--- config.mk ---
export PLATFORM = sky130hd
export DESIGN_NAME = rdm_fifo
export DESIGN_NICKNAME = d
export VERILOG_FILES = /design/src/rdm_pkg.sv /design/src/rdm_fifo.sv
export VERILOG_INCLUDE_DIRS = /design/src /design/src/src
export SDC_FILE = /design/constraint.sdc
export NUM_CORES = 1
export LEC_CHECK = 0
export BUFFER_PORTS_ARGS = -buffer_cell sky130_fd_sc_hd__buf_2
export CORE_MARGIN = 5
export CORE_UTILIZATION = 46
export DETAILED_ROUTE_END_ITERATION = 10
export PLACE_DENSITY = 0.81
export SLEW_MARGIN = 20
export SYNTH_ARGS = -nofsm -noshare
export SYNTH_HDL_FRONTEND = slang
export SYNTH_SLANG_ARGS = --single-unit
--- constraint.sdc ---
create_clock -name clk_i -period 3.2 [get_ports clk_i]
set_input_delay 0.32 -clock clk_i [delete_from_list [all_inputs] [get_ports clk_i]]
set_output_delay 0.32 -clock clk_i [all_outputs]
set_load 0.1 [all_outputs]
--- src/rdm_discovery_responder_defines.svh ---
// Assertion macros for the RDM discovery responder.
// Included by every RTL file that carries concurrent assertions; no dependencies.
`ifndef RDM_DISCOVERY_RESPONDER_DEFINES_SVH
`define RDM_DISCOVERY_RESPONDER_DEFINES_SVH

`ifndef SYNTHESIS

// Implication that must hold at every clock edge outside reset.
`define RDM_ASSERT(lbl, clk, rst_n, prop) \
  lbl: assert property (@(posedge clk) disable iff (!rst_n) (prop)) \
    else $error("rdm assertion failed");

// Condition that must never be true outside reset.
`define RDM_ASSERT_NEVER(lbl, clk, rst_n, cond) \
  `RDM_ASSERT(lbl, clk, rst_n, !(cond))

`else

`define RDM_ASSERT(lbl, clk, rst_n, prop)
`define RDM_ASSERT_NEVER(lbl, clk, rst_n, cond)

`endif

`endif

--- src/rdm_pkg.sv ---
// Shared types and constants of the RDM discovery responder.
// No dependencies; used by the request channel interface and every module.
`timescale 1ns / 1ps

package rdm_pkg;

  // UID width and the broadcast UID.
  localparam int unsigned        RDM_UID_W     = 48;
  localparam logic [RDM_UID_W-1:0] RDM_UID_BCAST = '1;

  // Reply framing defaults.
  localparam int unsigned RDM_PREAMBLE_BYTES = 7;
  localparam int unsigned RDM_QUEUE_DEPTH    = 2;
  localparam int unsigned RDM_UID_BYTES      = 6;

  // Encoding constants.
  localparam logic [7:0] RDM_PREAMBLE  = 8'hFE;
  localparam logic [7:0] RDM_SEPARATOR = 8'hAA;
  localparam logic [7:0] RDM_MASK_AA   = 8'hAA;
  localparam logic [7:0] RDM_MASK_55   = 8'h55;

  // Request command codes; the remaining code is ignored.
  typedef enum logic [1:0] {
    CMD_UNIQUE_BRANCH = 2'd0,
    CMD_MUTE          = 2'd1,
    CMD_UNMUTE        = 2'd2
  } rdm_cmd_e;

  // One reply job handed from the front part to the back part.
  typedef struct packed {
    logic [RDM_UID_W-1:0] uid;
  } rdm_job_t;

endpackage

--- src/rdm_fifo.sv ---
// Short job queue between the front and back parts.
// Depends on rdm_pkg and the defines header.
`timescale 1ns / 1ps
`include "rdm_discovery_responder_defines.svh"

module rdm_fifo
  import rdm_pkg::*;
#(
  parameter int unsigned Depth = RDM_QUEUE_DEPTH
) (
  input  logic     clk_i,
  input  logic     rst_ni,
  input  logic     push_valid_i,
  output logic     push_ready_o,
  input  rdm_job_t push_job_i,
  output logic     pop_valid_o,
  input  logic     pop_ready_i,
  output rdm_job_t pop_job_o
);

  localparam int unsigned PtrW = $clog2(Depth);
  localparam int unsigned CntW = $clog2(Depth + 1);

  rdm_job_t            mem_q [Depth];
  logic [PtrW-1:0]     wr_ptr_q, rd_ptr_q;
  logic [CntW-1:0]     cnt_q;
  logic                push, pop;

  assign push_ready_o = (cnt_q != CntW'(Depth));
  assign pop_valid_o  = (cnt_q != '0);
  assign push         = push_valid_i && push_ready_o;
  assign pop          = pop_valid_o && pop_ready_i;
  assign pop_job_o    = mem_q[rd_ptr_q];

  // Entry storage.
  always_ff @(posedge clk_i) begin
    if (push) begin
      mem_q[wr_ptr_q] <= push_job_i;
    end
  end

  // Pointers and fill count.
  always_ff @(posedge clk_i or negedge rst_ni) begin
    if (!rst_ni) begin
      wr_ptr_q <= '0;
      rd_ptr_q <= '0;
      cnt_q    <= '0;
    end else begin
      if (push) begin
        wr_ptr_q <= (wr_ptr_q == PtrW'(Depth - 1)) ? '0 : wr_ptr_q + 1'b1;
      end
      if (pop) begin
        rd_ptr_q <= (rd_ptr_q == PtrW'(Depth - 1)) ? '0 : rd_ptr_q + 1'b1;
      end
      if (push && !pop) begin
        cnt_q <= cnt_q + 1'b1;
      end else if (pop && !push) begin
        cnt_q <= cnt_q - 1'b1;
      end
    end
  end

  // Read and write pointers agree whenever the queue is empty.
  `RDM_ASSERT(a_empty_ptrs, clk_i, rst_ni, (cnt_q == '0) |-> (wr_ptr_q == rd_ptr_q))

endmodule

==> qor.txt <==
status: completed
Slew HR: 57.6%
final net count: 333
drt via density: 4.85
Post-CTS Hold Fix Bufs: 1
layout cells sized above 1: 60.9%
Sum Neg Setup Slack: 0 ns
Layout area overhead: 23.0%
Synth Net Count: 220
Worst Path Max Fanout: 30
total wire length: 6.52 mm
Setup Viol. Count Final: 0
worst reg2reg path startpoint: cnt_q[0]
Critical Path AT: 2.06 ns
R2R cell count: 3
# rows: 32
via count: 1872
Worst setup SP type: flip-flop
clock skew: 0.0154 ns
IO Port Bufs: 101
CTS tree: done
initial antenna violation count: 0
DRT Pass-1 Iters: 4
Clock Path Buffers: 2
Post-Synthesis Cell Area: 0.00370 sq mm
pin count of the biggest net entering global routing: 31
Die H: 99.7 um
iteration-0 DRC count of the detailed router: 59
routability cong.: 0.712
Hold Crit Start: push_job_i[9]
fin crit share: 74.3%
first-pass GRT wire length: 10.1 mm
Clock transition at path regs: 0.10 ns
Max Cap Viol: 0
worst-skew pair later-pin latency: 0.36 ns
TritonCTS Buffers: 9
post-route DRC violation count: 0
H-Tree Depth: 3
worst reg-to-reg setup slack: 1.26 ns
WP data required: 2.88 ns
clk root buf: clkbuf_8
Tot GR Track Use: 13.6%
post-synthesis sequential area ratio: 80.5%
vias in the first global route: 2026
core area: 0.00777 sq mm
Initial Util: 47.7%
Synth Instances: 167
IO Pins: 102
syn_area_per_cell: 22.2 sq um
Hold Violations, Final: 0
Die W: 99.7 um
Hold Path Depth: 1
worst slew pin tran: 0.636 ns
CP Class: flip-flop to output port
total gr overflow: 0
crit end category: output port
commonest non-fill, non-tap cell in the layout: buf_2
FF-to-FF End: mem_q[1][20]
Final ANT Viol Nets: 0
die area: 0.00995 sq mm
antenna fix cells: 0
Final HPWL DP: 4.49 mm
setup bufs post-CTS: 0
Highest Clock Rate: 0.421 GHz
Final Max Tran Viols: 0
RSZ-0062 raised after global routing: false
WHS Endpoint: mem_q[1][9]
#FFs+latches synth: 100
Gates resized, CTS repair: 0
YS warnings: 0
Tmin final: 2.38 ns
wire per inst: 16.9 um
Sink Count: 100
most frequent cells in the layout: buf_2 (101), edfxtp_1 (96), mux2_2 (38), mux2_4 (10), clkbuf_8 (9)
Min-Delay Path Class: primary input to flip-flop
Synth cell types: 16
==> state kept, by name, summed over array words and instances, names as in the netlist <==
register  cells
mem_q        96
rd_ptr_q      1
cnt_q         2
wr_ptr_q      1
==> per-layer routing <==
layer | track usage [%] | routed length [um] | vias to the layer above
met5 | 0 | 0 | -
met4 | 4.41 | 84 | 0
met3 | 4.84 | 441 | 11
met2 | 22.5 | 3310 | 67
met1 | 16.8 | 2690 | 920
li1 | - | - | 874
==> worst max-delay path by stage <==
stage          cells after the start            end      from
3_5_place_dp                       3  pop_job_o[24]  rd_ptr_q
5_1_grt                            3  pop_job_o[24]  rd_ptr_q
6_report                           3  pop_job_o[24]  rd_ptr_q
2_1_floorplan                      3    mem_q[0][0]  cnt_q[0]
3_3_place_gp                       3   pop_job_o[0]  rd_ptr_q
4_1_cts                            3   pop_job_o[0]  rd_ptr_q
==> metrics by stage <==
step	std cells	util, %	worst slack, ns	hold WS, ns	cell area [sq um]
after global routing	386	58.6	0.734	0.107	4550
after global placement	370	56.0	1.19	0.140	4350
after CTS	386	58.6	0.782	0.132	4550
after detailed placement	370	56.0	1.18	0.138	4350
after floorplan	167	-	0.0315	0.0244	3710
final	386	58.6	0.823	0.145	4550
==> cell type report <==
class,instances,area [sq um]
Fill cell,605,3210
Sequential cell,100,2980
Multi-Input combinational cell,61,677
Timing Repair Buffer,107,566
Tap cell,102,128
Clock buffer,9,124
Clock inverter,6,72.6
Inverter,1,3.75
==> critical path: stages, from the launching register on <==
cell and delay, ns:
dfrtp_2 0.74, buf_12 0.29, mux2_2 0.37, buf_2 0.30
==> Yosys cell counts <==
cell      count  share of area (%)
and3_1        1               0.17
buf_4         3               0.61
buf_6         1               0.30
buf_8         1               0.41
dfrtp_1       4                2.7
edfxtp_1     96                 78
ha_1          1               0.34
inv_1         1               0.10
mux2_2       38                 12
mux2_4       10                4.1
nand2_1       2               0.20
nand2b_1      1               0.17
nor2_1        2               0.20
or2_2         1               0.17
xnor2_1       3               0.71
xor2_1        2               0.47
==> cells by family (layout without fill, tap and decap cells) <==
family,count (synthesis),count (layout),share of synthesized area (%)
buffers and inverters,6,123,1.42
DFF,100,100,80.5
adders and majority gates,1,1,0.338
and+or+nand+nor,7,7,0.913
muxes,48,48,15.6
xor gates and xnor gates,5,5,1.18
Power is not shown: default switching activity piles up to over one toggle a cycle in this logic, so the estimate is an artifact.
