[src/rdm_discovery_responder_defines.svh]
// Assertion macros for the RDM discovery responder.
// Included by every RTL file that carries concurrent assertions; no dependencies.
`ifndef RDM_DISCOVERY_RESPONDER_DEFINES_SVH
`define RDM_DISCOVERY_RESPONDER_DEFINES_SVH

`ifndef SYNTHESIS

// Implication that must hold at every clock edge outside reset.
`define RDM_ASSERT(lbl, clk, rst_n, prop) \
  lbl: assert property (@(posedge clk) disable iff (!rst_n) (prop)) \
    else $error("rdm assertion failed");

// Condition that must never be true outside reset.
`define RDM_ASSERT_NEVER(lbl, clk, rst_n, cond) \
  `RDM_ASSERT(lbl, clk, rst_n, !(cond))

`else

`define RDM_ASSERT(lbl, clk, rst_n, prop)
`define RDM_ASSERT_NEVER(lbl, clk, rst_n, cond)

`endif

`endif

[src/rdm_pkg.sv]
// Shared types and constants of the RDM discovery responder.
// No dependencies; used by the request channel interface and every module.
`timescale 1ns / 1ps

package rdm_pkg;

  // UID width and the broadcast UID.
  localparam int unsigned        RDM_UID_W     = 48;
  localparam logic [RDM_UID_W-1:0] RDM_UID_BCAST = '1;

  // Reply framing defaults.
  localparam int unsigned RDM_PREAMBLE_BYTES = 7;
  localparam int unsigned RDM_QUEUE_DEPTH    = 2;
  localparam int unsigned RDM_UID_BYTES      = 6;

  // Encoding constants.
  localparam logic [7:0] RDM_PREAMBLE  = 8'hFE;
  localparam logic [7:0] RDM_SEPARATOR = 8'hAA;
  localparam logic [7:0] RDM_MASK_AA   = 8'hAA;
  localparam logic [7:0] RDM_MASK_55   = 8'h55;

  // Request command codes; the remaining code is ignored.
  typedef enum logic [1:0] {
    CMD_UNIQUE_BRANCH = 2'd0,
    CMD_MUTE          = 2'd1,
    CMD_UNMUTE        = 2'd2
  } rdm_cmd_e;

  // One reply job handed from the front part to the back part.
  typedef struct packed {
    logic [RDM_UID_W-1:0] uid;
  } rdm_job_t;

endpackage

[src/rdm_byte_if.sv]
// Reply channel: one encoded reply byte with its last mark per word.
// No dependencies.
`timescale 1ns / 1ps

interface rdm_byte_if;
  logic       valid;
  logic       ready;
  logic [7:0] tx_byte;
  logic       last_byte;

  modport source (
    output valid, tx_byte, last_byte,
    input  ready
  );

  modport sink (
    input  valid, tx_byte, last_byte,
    output ready
  );
endinterface

[src/rdm_back.sv]
// Back part: serializes one reply per job, one byte per cycle while the receiver
// is ready, with a running checksum and an output register. Depends on rdm_pkg,
// rdm_byte_if and the defines header.
`timescale 1ns / 1ps
`include "rdm_discovery_responder_defines.svh"

module rdm_back
  import rdm_pkg::*;
#(
  parameter int unsigned PreambleBytes = RDM_PREAMBLE_BYTES
) (
  input  logic      clk_i,
  input  logic      rst_ni,
  input  logic      job_valid_i,
  output logic      job_ready_o,
  input  rdm_job_t  job_i,
  rdm_byte_if.source rsp_o
);

  localparam int unsigned ReplyLen = PreambleBytes + 17;
  localparam int unsigned IdxW     = $clog2(ReplyLen);

  localparam logic [IdxW-1:0] SepIdx   = IdxW'(PreambleBytes);
  localparam logic [IdxW-1:0] UidFirst = IdxW'(PreambleBytes + 1);
  localparam logic [IdxW-1:0] CsFirst  = IdxW'(PreambleBytes + 13);
  localparam logic [IdxW-1:0] LastIdx  = IdxW'(ReplyLen - 1);

  logic                 busy_q;
  logic [IdxW-1:0]      idx_q;
  logic [RDM_UID_W-1:0] uid_q;
  logic [15:0]          sum_q, sum_d;
  logic                 out_valid_q;
  logic [7:0]           out_byte_q;
  logic                 out_last_q;

  logic                 adv;
  logic                 at_last;
  logic                 start;
  logic [IdxW-1:0]      uid_off;
  logic [IdxW-1:0]      cs_off;
  logic [7:0]           uid_byte;
  logic [7:0]           src_byte;
  logic [7:0]           cur_byte;
  logic                 is_uid;

  // A byte moves into the output register whenever that register frees up.
  assign adv     = busy_q && (!out_valid_q || rsp_o.ready);
  assign at_last = (idx_q == LastIdx);
  assign start   = job_valid_i && (!busy_q || (adv && at_last));
  assign job_ready_o = start;

  assign uid_off = idx_q - UidFirst;
  assign cs_off  = idx_q - CsFirst;

  // UID byte, most significant first.
  always_comb begin
    case (uid_off[3:1])
      3'd0:    uid_byte = uid_q[47:40];
      3'd1:    uid_byte = uid_q[39:32];
      3'd2:    uid_byte = uid_q[31:24];
      3'd3:    uid_byte = uid_q[23:16];
      3'd4:    uid_byte = uid_q[15:8];
      3'd5:    uid_byte = uid_q[7:0];
      default: uid_byte = '0;
    endcase
  end

  // Byte for the current position of the reply.
  always_comb begin
    is_uid   = 1'b0;
    src_byte = '0;
    cur_byte = RDM_PREAMBLE;
    if (idx_q < SepIdx) begin
      cur_byte = RDM_PREAMBLE;
    end else if (idx_q == SepIdx) begin
      cur_byte = RDM_SEPARATOR;
    end else if (idx_q < CsFirst) begin
      is_uid   = 1'b1;
      cur_byte = uid_byte | (uid_off[0] ? RDM_MASK_55 : RDM_MASK_AA);
    end else begin
      src_byte = cs_off[1] ? sum_q[7:0] : sum_q[15:8];
      cur_byte = src_byte | (cs_off[0] ? RDM_MASK_55 : RDM_MASK_AA);
    end
  end

  // Running checksum over the encoded UID bytes.
  assign sum_d = (adv && is_uid) ? sum_q + {8'h00, cur_byte} : sum_q;

  // Sequencer state.
  always_ff @(posedge clk_i or negedge rst_ni) begin
    if (!rst_ni) begin
      busy_q <= 1'b0;
      idx_q  <= '0;
    end else if (start) begin
      busy_q <= 1'b1;
      idx_q  <= '0;
    end else if (adv) begin
      if (at_last) begin
        busy_q <= 1'b0;
        idx_q  <= '0;
      end else begin
        idx_q <= idx_q + 1'b1;
      end
    end
  end

  // Job payload and checksum.
  always_ff @(posedge clk_i) begin
    if (start) begin
      uid_q <= job_i.uid;
      sum_q <= '0;
    end else begin
      sum_q <= sum_d;
    end
  end

  // Output register.
  always_ff @(posedge clk_i or negedge rst_ni) begin
    if (!rst_ni) begin
      out_valid_q <= 1'b0;
    end else if (adv) begin
      out_valid_q <= 1'b1;
    end else if (rsp_o.ready) begin
      out_valid_q <= 1'b0;
    end
  end

  always_ff @(posedge clk_i) begin
    if (adv) begin
      out_byte_q <= cur_byte;
      out_last_q <= at_last;
    end
  end

  assign rsp_o.valid     = out_valid_q;
  assign rsp_o.tx_byte   = out_byte_q;
  assign rsp_o.last_byte = out_last_q;

  // A new reply always begins at the first position with a clear checksum.
  `RDM_ASSERT(a_start_clear, clk_i, rst_ni, start |=> (idx_q == '0) && (sum_q == '0) && busy_q)
  // The position counter never runs past the final byte.
  `RDM_ASSERT_NEVER(a_idx_range, clk_i, rst_ni, idx_q > LastIdx)

endmodule

[src/flat_wrapper.sv]
// flat-port wrapper written by rule: the top's interface ports become plain ports
module rdm_back_flat import rdm_pkg::*;
#(
  parameter int unsigned PreambleBytes = RDM_PREAMBLE_BYTES
)
  (clk_i, rst_ni, job_valid_i, job_ready_o, job_i, rsp_o_valid, rsp_o_tx_byte, rsp_o_last_byte, rsp_o_ready);
  rdm_byte_if rsp_o_i ();
  input  logic clk_i;
  input  logic rst_ni;
  input  logic job_valid_i;
  output logic job_ready_o;
  input  rdm_job_t job_i;
  output wire logic [$bits(rsp_o_i.valid)-1:0] rsp_o_valid;
  output wire logic [$bits(rsp_o_i.tx_byte)-1:0] rsp_o_tx_byte;
  output wire logic [$bits(rsp_o_i.last_byte)-1:0] rsp_o_last_byte;
  input wire logic [$bits(rsp_o_i.ready)-1:0] rsp_o_ready;
  assign rsp_o_valid = rsp_o_i.valid;
  assign rsp_o_tx_byte = rsp_o_i.tx_byte;
  assign rsp_o_last_byte = rsp_o_i.last_byte;
  assign rsp_o_i.ready = rsp_o_ready;
  rdm_back #(.PreambleBytes(PreambleBytes)) u_core (.clk_i(clk_i), .rst_ni(rst_ni), .job_valid_i(job_valid_i), .job_ready_o(job_ready_o), .job_i(job_i), .rsp_o(rsp_o_i));
endmodule
[config.mk]
export PLATFORM = sky130hd
export DESIGN_NAME = rdm_back_flat
export DESIGN_NICKNAME = d
export VERILOG_FILES = /design/src/rdm_pkg.sv /design/src/rdm_byte_if.sv /design/src/rdm_back.sv /design/src/flat_wrapper.sv
export VERILOG_INCLUDE_DIRS = /design/src /design/src/src
export SDC_FILE = /design/constraint.sdc
export NUM_CORES = 1
export LEC_CHECK = 0
export ABC_AREA = 1
export BUFFER_PORTS_ARGS = -buffer_cell sky130_fd_sc_hd__buf_2
export CORE_ASPECT_RATIO = 0.7
export CORE_MARGIN = 3
export CORE_UTILIZATION = 43
export CTS_CLUSTER_DIAMETER = 80
export CTS_CLUSTER_SIZE = 8
export DETAILED_ROUTE_END_ITERATION = 10
export HOLD_SLACK_MARGIN = 0.02
export PLACE_DENSITY = 0.62
export SLEW_MARGIN = 20
export SYNTH_ARGS = -nofsm -noshare
export SYNTH_HDL_FRONTEND = slang
export SYNTH_SLANG_ARGS = --single-unit
[constraint.sdc]
create_clock -name clk_i -period 5.94 [get_ports clk_i]
set_clock_uncertainty 0.1 [all_clocks]
set_input_delay 1.188 -clock clk_i [delete_from_list [all_inputs] [get_ports clk_i]]
set_output_delay 1.188 -clock clk_i [all_outputs]
set_load 0.03 [all_outputs]
==> results of run 1 <==
## flip-flops by register name, summed over array words and instances, names as in the netlist
signal	cells
u_core.busy_q	1
u_core.idx_q	5
u_core.rsp_o.last_byte	1
u_core.rsp_o.tx_byte	8
u_core.rsp_o.valid	1
u_core.sum_q	16
u_core.uid_q	48
## layer usage
metal | global-route usage (%) | vias up
li1 | - | 1503
met1 | 28.5 | 1329
met2 | 25.0 | 113
met3 | 5.72 | 7
met4 | 6.38 | 0
met5 | 0 | -
## critical path, delay by kind of cell
family	cells	cell delay, ns
buffers and inverters	4	0.46
AO/OA/AOI/OAI	1	0.18
AND/OR/NAND/NOR	3	0.55
## placed cells by master (no fill, tap or decap), drive strengths merged
| master | netlist | final |
|---|---|---|
| a211oi | 1 | 1 |
| a21boi | 1 | 1 |
| a21oi | 21 | 21 |
| a22oi | 1 | 1 |
| a31oi | 2 | 2 |
| buf | 7 | 63 |
| bufinv | 0 | 1 |
| clkbuf | 0 | 9 |
| clkinv | 0 | 1 |
| clkinvlp | 0 | 3 |
| dfrtp | 7 | 7 |
| dfxtp | 16 | 16 |
| edfxtp | 57 | 57 |
| fa | 1 | 1 |
| ha | 9 | 9 |
| inv | 40 | 42 |
| nand2 | 149 | 149 |
| nand3 | 25 | 25 |
| nand3b | 1 | 1 |
| nand4 | 9 | 9 |
| nor2 | 40 | 40 |
| nor3 | 1 | 1 |
| o211ai | 1 | 1 |
| o21ai | 16 | 16 |
| o21bai | 1 | 1 |
| or2 | 1 | 1 |
| xor2 | 7 | 7 |
## layout make-up
cell class	instances	area share (%)
Clock buffer	9	5.01
Clock inverter	7	1.75
Inverter	40	3.34
Multi-Input combinational cell	287	30.5
Sequential cell	80	49.1
Tap cell	116	3.23
Timing Repair Buffer	63	7.07
## final timing paths
kind                                                    from  depth (start not counted)                             to
worst min-delay path            u_core.sum_q[0]$_SDFFE_PP0P_                          2   u_core.sum_q[0]$_SDFFE_PP0P_
min in group asynchronous                             rst_ni                          1      u_core.busy_q$_DFFE_PN0P_
max in group asynchronous                             rst_ni                          1    u_core.idx_q[3]$_DFFE_PN0P_
worst max-delay path                             rsp_o_ready                          8                    job_ready_o
worst min register to register  u_core.sum_q[0]$_SDFFE_PP0P_                          2   u_core.sum_q[0]$_SDFFE_PP0P_
worst max register to register   u_core.idx_q[1]$_DFFE_PN0P_                         17  u_core.sum_q[15]$_SDFFE_PP0P_
## cell usage after synthesis
library cell and count:
dfrtp_1 7, nand2_1 147, o21ai_2 1, dfxtp_1 16, inv_1 39, nand3_2 2, inv_2 1, xor2_1 7
a211oi_2 1, o211ai_1 1, o21bai_1 1, buf_6 1, edfxtp_1 57, ha_1 9, or2_2 1, buf_4 2
nand4_1 9, nor3_1 1, nand2_2 2, buf_2 4, nor2_1 39, a22oi_1 1, a21boi_0 1, a31oi_1 2
nand3b_1 1, o21ai_0 15, nor2_4 1, a21oi_1 21, nand3_1 23, fa_1 1
## logic make-up (layout without fill, tap and decap cells)
kind of cell	after synthesis	count (layout)
and+or+nand+nor	226	226
xor gates and xnor gates	7	7
adders and majority gates	10	10
AOI/OAI and AO/OA	44	44
buffers and inverters	47	119
DFF	80	80
## stage by stage
stage               util (%)  area, um^2  worst slack, ns  cells  power, mW
global route            55.0        4490             2.01    602       2.53
global placement        51.3        4190             2.34    586       1.78
floorplan                  -        3770             1.76    414       1.54
finish                  55.0        4490             2.26    602       2.35
CTS                     55.0        4490             2.28    602       2.35
detailed placement      51.3        4190             2.28    586       1.79
## power groups by stage
stage	Sequential, mW	Clock (mW)	Combinational (mW)
3_3_place_gp	0.830	0	0.947
3_5_place_dp	0.831	0	0.956
2_1_floorplan	0.843	0	0.699
5_1_grt	0.837	0.588	1.10
6_report	0.823	0.557	0.967
4_1_cts	0.820	0.568	0.962
==> run_results.csv, run 1 <==
group,metric,value,unit
clock_tree,numCtsBuffers,9,
synthesis,synth_top_family_by_area,"simple AND/OR/NAND/NOR gates",
synthesis,syn_area_per_cell,9.12,um^2
routing,viasPerCell,4.90,
clock_tree,hold_buffers,0,
clock_tree,ctsRootBufferMaster,"clkbuf_16",
sta,min_period,3.68,ns
min_path,min_path_type,"flip-flop to flip-flop",
pwr,intPower,1.37,mW
sta,finalSetupViolCount,0,
routing,ant_nets,0,
grt,antenna_found_initial,0,
critical_path,critical_path_required,4.65,ns
pwr,clkPwrFrac,23.7,%
routing,top_layer,"met4",
place,place_congestion,0.912,
synthesis,synthTopCellsByArea,"edfxtp_1, nand2_1, dfxtp_1",
place,dp_hpwl,6490,um
final_layout,final_nets,543,
grt,grt_max_degree,54,
sta,worst_slew_pin_slew,0.696,ns
synthesis,synthMuxAreaShare,0,%
clock_tree,clk_pin_slew,0.06,ns
synthesis,synth_top_cell_area_share,45.4,%
final_layout,layout-drive-gt1-share,18.3,%
critical_path,cpMaxStageDelayCell,"nand2_1",
clock_tree,cts_tree,"yes",
critical_path,reg2reg_setup_slack,2.39,ns
critical_path,max_stage_delay,0.35,ns
synthesis,yosys_warnings,0,
sta,rsz0062_at_grt,"no",
critical_path,worstPathCellList,"buf_2 > inv_1 > nand2_1 > nand2_1 > o21ai_2 > nand2_1 > inv_2 > buf_2",
routing,wl_met1,4400,um
final_layout,multiInputGateArea,1370,um^2
grt,grt_pass1_vias,2727,
synthesis,ys_seq_elements,80,
critical_path,crit_path_start_kind,"input pin",
sta,fin_tns_setup,0,ns
final_layout,area_growth,19.1,%
clock_tree,h-tree-depth,3,
pwr,ir_worst_vdd,0.254,mV
critical_path,path_common_cell,"nand2_1",
clock_tree,post_cts_resized,0,
floorplan,start_util,46.2,%
pwr,p_per_area,522,nW/um^2
floorplan,dieWidth,118,um
pwr,switchingPower,975,uW
clock_tree,cts_setup_buffers,0,
synthesis,synth-simple-area-share,24.7,%
routing,met3_length,770,um
sta,min_period_over_period,61.9,%
critical_path,crit_type,"input pin to output port",
synthesis,synth_xor_area_share,1.62,%
synthesis,synth_compound_area_share,6.47,%
synthesis,yosysSeqAreaShare,58.5,%
clock_tree,max-clock-path-buffers,2,
sta,fmax,272,MHz
flow_run,max_cap_violations,0,
critical_path,cp.arrival,2.39,ns
floorplan,dieArea,9950,um^2
outcome,outcome,"complete, no violations",
pwr,leakage,1.99,nW
critical_path,cp-end-kind,"output port",
synthesis,synth_nets,476,
critical_path,crit_fanout,16,
routing,first_pass_iters,7,
clock_tree,clock_latency,0.34,ns
grt,grt_util_all_layers,18.7,%
sta,slew_headroom,53.4,%
routing,first_iter_violations,286,
routing,route.vias.total,2952,
synthesis,postSynthCellCount,414,
final_layout,fillers,748,
synthesis,netlist_area,3770,um^2
floorplan,core-area,8180,um^2
floorplan,fp.dieH,84.4,um
place,port_buffers,62,
pwr,p_sw_share,41.6,%
synthesis,synth.distinct_cells,30,
pwr,seqPwrFrac,35.1,%
sta,hold_viol,0,
routing,wl_met2,3540,um
clock_tree,clock_sinks,80,
floorplan,placementRows,27,
grt,grt_overflow_total,0,
routing,drc,0,
synthesis,synth_top_cell_by_area,"edfxtp_1",
grt,grt_pass1_wl,14300,um
final_layout,antennaDiodeCount,0,
final_layout,regArea,2210,um^2
routing,routed_wl,8800,um
pwr,combPwrFrac,41.2,%
floorplan,io_pins,63,
routing,avgRoutedWirePerCell,14.6,um
sta,hold_slack,0.392,ns
synthesis,synthAdderAreaFrac,3.51,%
sta,slew_violations,0,
No activity file was read; power rests on OpenSTA's default activity.
==> run 2: changes to the inputs <==
--- a/config.mk
+++ b/config.mk
@@ -6,7 +6,7 @@
 export SDC_FILE = /design/constraint.sdc
 export NUM_CORES = 1
 export LEC_CHECK = 0
-export ABC_AREA = 1
+export ABC_AREA = 0
 export BUFFER_PORTS_ARGS = -buffer_cell sky130_fd_sc_hd__buf_2
 export CORE_ASPECT_RATIO = 0.7
 export CORE_MARGIN = 3
==> constraint.sdc (replaced) <==
create_clock -name clk_i -period 3.48 [get_ports clk_i]
set_clock_uncertainty 0.1 [all_clocks]
set_input_delay 0.696 -clock clk_i [delete_from_list [all_inputs] [get_ports clk_i]]
set_output_delay 0.696 -clock clk_i [all_outputs]
set_load 0.03 [all_outputs]
==> run_results.csv, run 2 <==
group,metric,value,unit
place,place_congestion,0.879,
grt,grt_overflow_total,0,
sta,finalSetupViolCount,0,
place,dp_hpwl,6550,um
grt,antenna_found_initial,0,
critical_path,cp.depth,13,
final_layout,layout-drive-gt1-share,30.0,%
pwr,seqPwrFrac,34.5,%
final_layout,area_growth,23.7,%
routing,drc,0,
synthesis,yosysSeqAreaShare,58.4,%
pwr,switchingPower,1.36,mW
synthesis,syn_area_per_cell,12.0,um^2
sta,fmax,306,MHz
synthesis,synth_top_cell_by_area,"edfxtp_1",
critical_path,r2r_cells,13,
final_layout,largest_register_ffs,48,
synthesis,yosysMostFrequentCell,"edfxtp_1",
sta,hold_viol,0,
routing,first_pass_iters,5,
critical_path,crit_fanout,9,
critical_path,path_common_cell,"buf_4",
pwr,combPwrFrac,40.5,%
routing,first_iter_violations,242,
final_layout,antennaDiodeCount,0,
sta,worst_slew_pin_slew,0.762,ns
grt,grt_pass1_vias,2806,
synthesis,postSynthCellCount,316,
critical_path,cp-end-kind,"flip-flop",
floorplan,io_pins,63,
sta,slew_headroom,49.0,%
routing,route.vias.total,2784,
synthesis,synthTopCellsByArea,"edfxtp_1, dfxtp_1, dfrtp_1",
pwr,leakage,1.78,nW
pwr,p_per_area,796,nW/um^2
routing,ant_nets,0,
final_layout,final_cell_mix,"buf_2, edfxtp_1, nand2_1",
grt,grt_pass1_wl,14600,um
floorplan,core-area,8210,um^2
synthesis,netlist_area,3780,um^2
critical_path,cpMaxStageDelayCell,"dfrtp_1",
grt,grt_max_degree,40,
clock_tree,cts_setup_buffers,0,
min_path,min_path_type,"input pin to asynchronous set/reset pin",
floorplan,start_util,46.1,%
synthesis,synth.distinct_cells,58,
pwr,p_sw_share,36.5,%
pwr,ir_worst_vdd,0.292,mV
synthesis,ys_seq_elements,80,
sta,rsz0062_at_grt,"yes",
critical_path,cp.arrival,3.41,ns
final_layout,final_nets,457,
synthesis,synth_top_flop_cell,"edfxtp_1",
critical_path,critical_path_required,3.62,ns
outcome,outcome,"complete, no violations",
clock_tree,h-tree-depth,3,
final_layout,top_register,"u_core.uid_q",
synthesis,synth_nets,378,
critical_path,worstPathCellList,"buf_4 > o21a_4 > a221oi_2 > a21oi_1 > o21a_1 > ha_1 > fa_1 > a21oi_2 > o22ai_2 > o41ai_2 > buf_4 > o311ai_0 > o41ai_1",
sta,min_period_over_period,93.8,%
critical_path,crit_type,"flip-flop to flip-flop",
floorplan,fp.dieH,84.5,um
clock_tree,clock_latency,0.34,ns
critical_path,cp_num_buf_inv,2,
floorplan,dieWidth,118,um
routing,avgRoutedWirePerCell,17.2,um
final_layout,layout_commonest_cell,"buf_2",
clock_tree,numCtsBuffers,9,
clock_tree,hold_buffers,0,
synthesis,synth_top_cell_area_share,45.3,%
place,port_buffers,62,
clock_tree,ctsRootBufferMaster,"clkbuf_16",
sta,slew_violations,0,
final_layout,final_util,57.0,%
synthesis,yosys_warnings,0,
synthesis,synth-edff-count,57,
pwr,clkPwrFrac,25.0,%
critical_path,crit_family,"compound AO/OA/AOI/OAI gates",
synthesis,synth_commonest_cells,"edfxtp_1, nand2_1, o21ai_0",
critical_path,crit_path_start_kind,"flip-flop",
grt,grt_util_all_layers,19.0,%
routing,routed_wl,8850,um
sta,min_period,3.27,ns
clock_tree,clk_pin_slew,0.06,ns
flow_run,max_cap_violations,0,
final_layout,layout.cells.non_filler,516,
clock_tree,clock_sinks,80,
clock_tree,cts_tree,"yes",
pwr,intPower,2.36,mW
floorplan,dieArea,9980,um^2
floorplan,placementRows,27,
routing,viasPerCell,5.40,
sta,hold_slack,0.0948,ns
place,placed_cells,500,
clock_tree,max-clock-path-buffers,2,
critical_path,max_stage_delay,0.45,ns
synthesis,async_flop_share,8.75,%
run 2: final cells by class:
class	instances	area, um^2
Multi-Input combinational cell	211	1500
Tap cell	116	145
Inverter	9	37.5
Fill cell	719	3530
Clock buffer	9	225
Timing Repair Buffer	84	488
Clock inverter	7	70.1
Sequential cell	80	2210
run 2: power by group through the flow:
stage / Combinational [mW] / Clock [mW] / Sequential, mW
floorplan: 1.01 / 0 / 1.27
global placement: 1.40 / 0 / 1.29
detailed placement: 1.43 / 0 / 1.29
CTS: 1.44 / 0.954 / 1.27
global route: 1.68 / 1.00 / 1.31
finish: 1.51 / 0.930 / 1.29
run 2: path summary, 6_finish.rpt:
path | slack (ns) | endpoint | from
min reg2reg | 0.38 | u_core.sum_q[15]$_SDFFE_PP0P_ | u_core.sum_q[15]$_SDFFE_PP0P_
max in group asynchronous | 2.99 | u_core.idx_q[2]$_DFFE_PN0P_ | rst_ni
max | 0.21 | u_core.sum_q[10]$_SDFFE_PP0P_ | u_core.idx_q[3]$_DFFE_PN0P_
min in group clk_i | 0.38 | u_core.sum_q[15]$_SDFFE_PP0P_ | u_core.sum_q[15]$_SDFFE_PP0P_
min | 0.09 | u_core.idx_q[3]$_DFFE_PN0P_ | rst_ni
max reg2reg | 0.21 | u_core.sum_q[10]$_SDFFE_PP0P_ | u_core.idx_q[3]$_DFFE_PN0P_
run 2: metal layers:
| metal | track usage [%] | vias up | routed length, um |
|---|---|---|---|
| met2 | 26.8 | 101 | 3750 |
| met1 | 27.4 | 1309 | 4280 |
| met5 | 0 | - | 0 |
| met3 | 6.67 | 11 | 697 |
| li1 | - | 1363 | - |
| met4 | 5.64 | 0 | 132 |
run 2: worst register-to-register path, stage by stage (launching register included):
cell and delay [ns]:
dfrtp_1 0.45, buf_4 0.20, o21a_4 0.27, a221oi_2 0.21
a21oi_1 0.11, o21a_1 0.23, ha_1 0.23, fa_1 0.42
a21oi_2 0.20, o22ai_2 0.10, o41ai_2 0.24, buf_4 0.21
o311ai_0 0.12, o41ai_1 0.09
run 2: kinds of logic after synthesis:
group | share of synthesized area [%]
buf+inv | 2.94
simple gates | 12.3
fa+ha+maj | 3.51
mux | 5.79
flops | 58.4
compound gates | 15.9
xor+xnor | 1.16
run 2: what timing repair did:
item                                    4_1_cts  5_1_grt
hold endpoints to repair                      0        0
gates resized for setup                       0       12
endpoints found under the setup margin        0        8
run 2: through the flow:
step | TNS, ns | worst slack, ns | total power, mW | area [um^2]
3_3_place_gp | 0 | 0.185 | 2.69 | 4340
2_1_floorplan | 0 | 0.180 | 2.27 | 3780
4_1_cts | 0 | 0.0631 | 3.67 | 4630
3_5_place_dp | 0 | 0.0867 | 2.72 | 4340
5_1_grt | -0.0297 | -0.0297 | 3.98 | 4680
6_report | 0 | 0.214 | 3.72 | 4680
==> run 3: changes to the inputs <==
--- a/config.mk
+++ b/config.mk
@@ -8,7 +8,6 @@
 export LEC_CHECK = 0
 export ABC_AREA = 0
 export BUFFER_PORTS_ARGS = -buffer_cell sky130_fd_sc_hd__buf_2
-export CORE_ASPECT_RATIO = 0.7
 export CORE_MARGIN = 3
 export CORE_UTILIZATION = 43
 export CTS_CLUSTER_DIAMETER = 80
==> run_results.csv, run 3 (synthesized netlist as in run 2, its figures left out) <==
group,metric,value,unit
critical_path,cp.arrival,3.39,ns
routing,first_pass_iters,4,
sta,fin_tns_setup,0,ns
grt,grt_util_all_layers,17.8,%
sta,slew_headroom,59.2,%
pwr,leakage,1.73,nW
floorplan,core-area,8380,um^2
sta,min_period_over_period,93.1,%
pwr,p_per_area,742,nW/um^2
clock_tree,clk_pin_slew,0.09,ns
critical_path,r2r-start,"u_core.idx_q[1]$_DFFE_PN0P_",
place,place_congestion,0.994,
final_layout,area_growth,19.7,%
sta,fmax,309,MHz
clock_tree,cts_setup_buffers,0,
final_layout,layout_commonest_cell,"buf_2",
floorplan,dieArea,9960,um^2
sta,min_period,3.24,ns
floorplan,start_util,45.1,%
sta,rsz0062_at_grt,"yes",
place,port_buffers,62,
critical_path,reg2reg_setup_slack,0.24,ns
clock_tree,numCtsBuffers,9,
min_path,min_path_type,"input pin to asynchronous set/reset pin",
final_layout,final_nets,457,
grt,grt_overflow_total,0,
critical_path,crit_path_start_kind,"flip-flop",
routing,wl_met2,3710,um
routing,met3_length,397,um
clock_tree,ctsRootBufferMaster,"clkbuf_8",
final_layout,layout-drive-gt1-share,29.5,%
routing,routed_wl,8220,um
routing,ant_nets,0,
flow_run,max_cap_violations,0,
routing,first_iter_violations,123,
floorplan,io_pins,63,
floorplan,placementRows,33,
routing,avgRoutedWirePerCell,16.3,um
critical_path,crit_fanout,27,
routing,top_layer,"met4",
sta,hold_viol,0,
floorplan,dieWidth,99.8,um
place,dpl-instance-area,4320,um^2
routing,route.vias.total,2715,
clock_tree,post_cts_resized,0,
final_layout,top_register,"u_core.uid_q",
clock_tree,cts_tree,"yes",
final_layout,final_cell_area,4530,um^2
sta,slew_violations,0,
critical_path,cp-end-kind,"flip-flop",
grt,grt_max_degree,29,
clock_tree,h-tree-depth,3,
clock_tree,hold_buffers,0,
critical_path,rr_endpoint,"u_core.sum_q[10]$_SDFFE_PP0P_",
grt,grt_pass1_vias,2774,
routing,drc,0,
outcome,outcome,"complete, no violations",
place,dp_hpwl,6110,um
floorplan,fp.dieH,99.8,um
critical_path,crit_type,"flip-flop to flip-flop",
pwr,ir_worst_vdd,0.305,mV
final_layout,largest_register_ffs,48,
sta,finalSetupViolCount,0,
routing,viasPerCell,5.38,
clock_tree,max-clock-path-buffers,2,
sta,worst_slew_pin_slew,0.610,ns
clock_tree,clock_latency,0.35,ns
routing,wl_met1,3910,um
critical_path,r2r_cells,14,
clock_tree,clock_sinks,80,
grt,grt_pass1_wl,13600,um
final_layout,antennaDiodeCount,0,
grt,antenna_found_initial,0,
critical_path,critical_path_required,3.63,ns
final_layout,final_cell_mix,"buf_2, edfxtp_1, nand2_1",
run 3: worst max path at each step:
stage	startpoint	to	slack (ns)	cells past startpoint
6_report	u_core.idx_q[1]$_DFFE_PN0P_	u_core.sum_q[10]$_SDFFE_PP0P_	0.24	14
5_1_grt	u_core.idx_q[1]$_DFFE_PN0P_	u_core.sum_q[10]$_SDFFE_PP0P_	-0.04	14
4_1_cts	u_core.idx_q[1]$_DFFE_PN0P_	u_core.sum_q[10]$_SDFFE_PP0P_	0.09	14
3_5_place_dp	u_core.idx_q[3]$_DFFE_PN0P_	u_core.sum_q[14]$_SDFFE_PP0P_	0.14	13
3_3_place_gp	u_core.idx_q[1]$_DFFE_PN0P_	u_core.sum_q[15]$_SDFFE_PP0P_	0.20	13
2_1_floorplan	u_core.idx_q[1]$_DFFE_PN0P_	u_core.sum_q[14]$_SDFFE_PP0P_	0.18	14
run 3: metal layers:
layer  global-route usage (%)  vias up
li1                         -     1368
met1                     23.9     1253
met2                     26.4       80
met3                     4.52       14
met4                     9.77        0
met5                        0        -
run 3: cell type report:
type                    instances  area (um^2)
clock buffers                   9          124
clock inverters                 7         58.8
flip-flops and latches         80         2210
repair buffers                 84          488
well taps                     105          131
fillers                       728         3850
multi-input cells             211         1480
inverters                       9         33.8
run 3: through the flow:
stage	power (mW)	setup slack [ns]	util, %	instances	hold WS (ns)
2_1_floorplan	2.27	0.180	-	316	0.300
3_3_place_gp	2.69	0.200	51.6	489	0.369
3_5_place_dp	2.70	0.141	51.6	489	0.376
4_1_cts	3.35	0.0939	53.8	505	0.0698
5_1_grt	3.62	-0.0379	54.0	505	0.0642
6_report	3.36	0.241	54.0	505	0.0830
run 3: power by group:
part | switching [mW] | internal (mW) | total (mW) | leakage, nW
registers | 0.140 | 1.14 | 1.28 | 0.715
logic | 0.793 | 0.646 | 1.44 | 0.924
clock network | 0.360 | 0.274 | 0.634 | 0.0950
run 3: worst max-delay path, cell delays in order, from the launching register on:
cell and delay (ns):
dfrtp_2 0.46, buf_12 0.19, nand3_1 0.08, o21ai_0 0.11, a221oi_2 0.29, a21oi_1 0.06
o21a_1 0.22, ha_1 0.25, fa_1 0.44, a21oi_2 0.17, o22ai_1 0.11, o41ai_2 0.24
buf_4 0.20, o311ai_0 0.11, o41ai_1 0.09
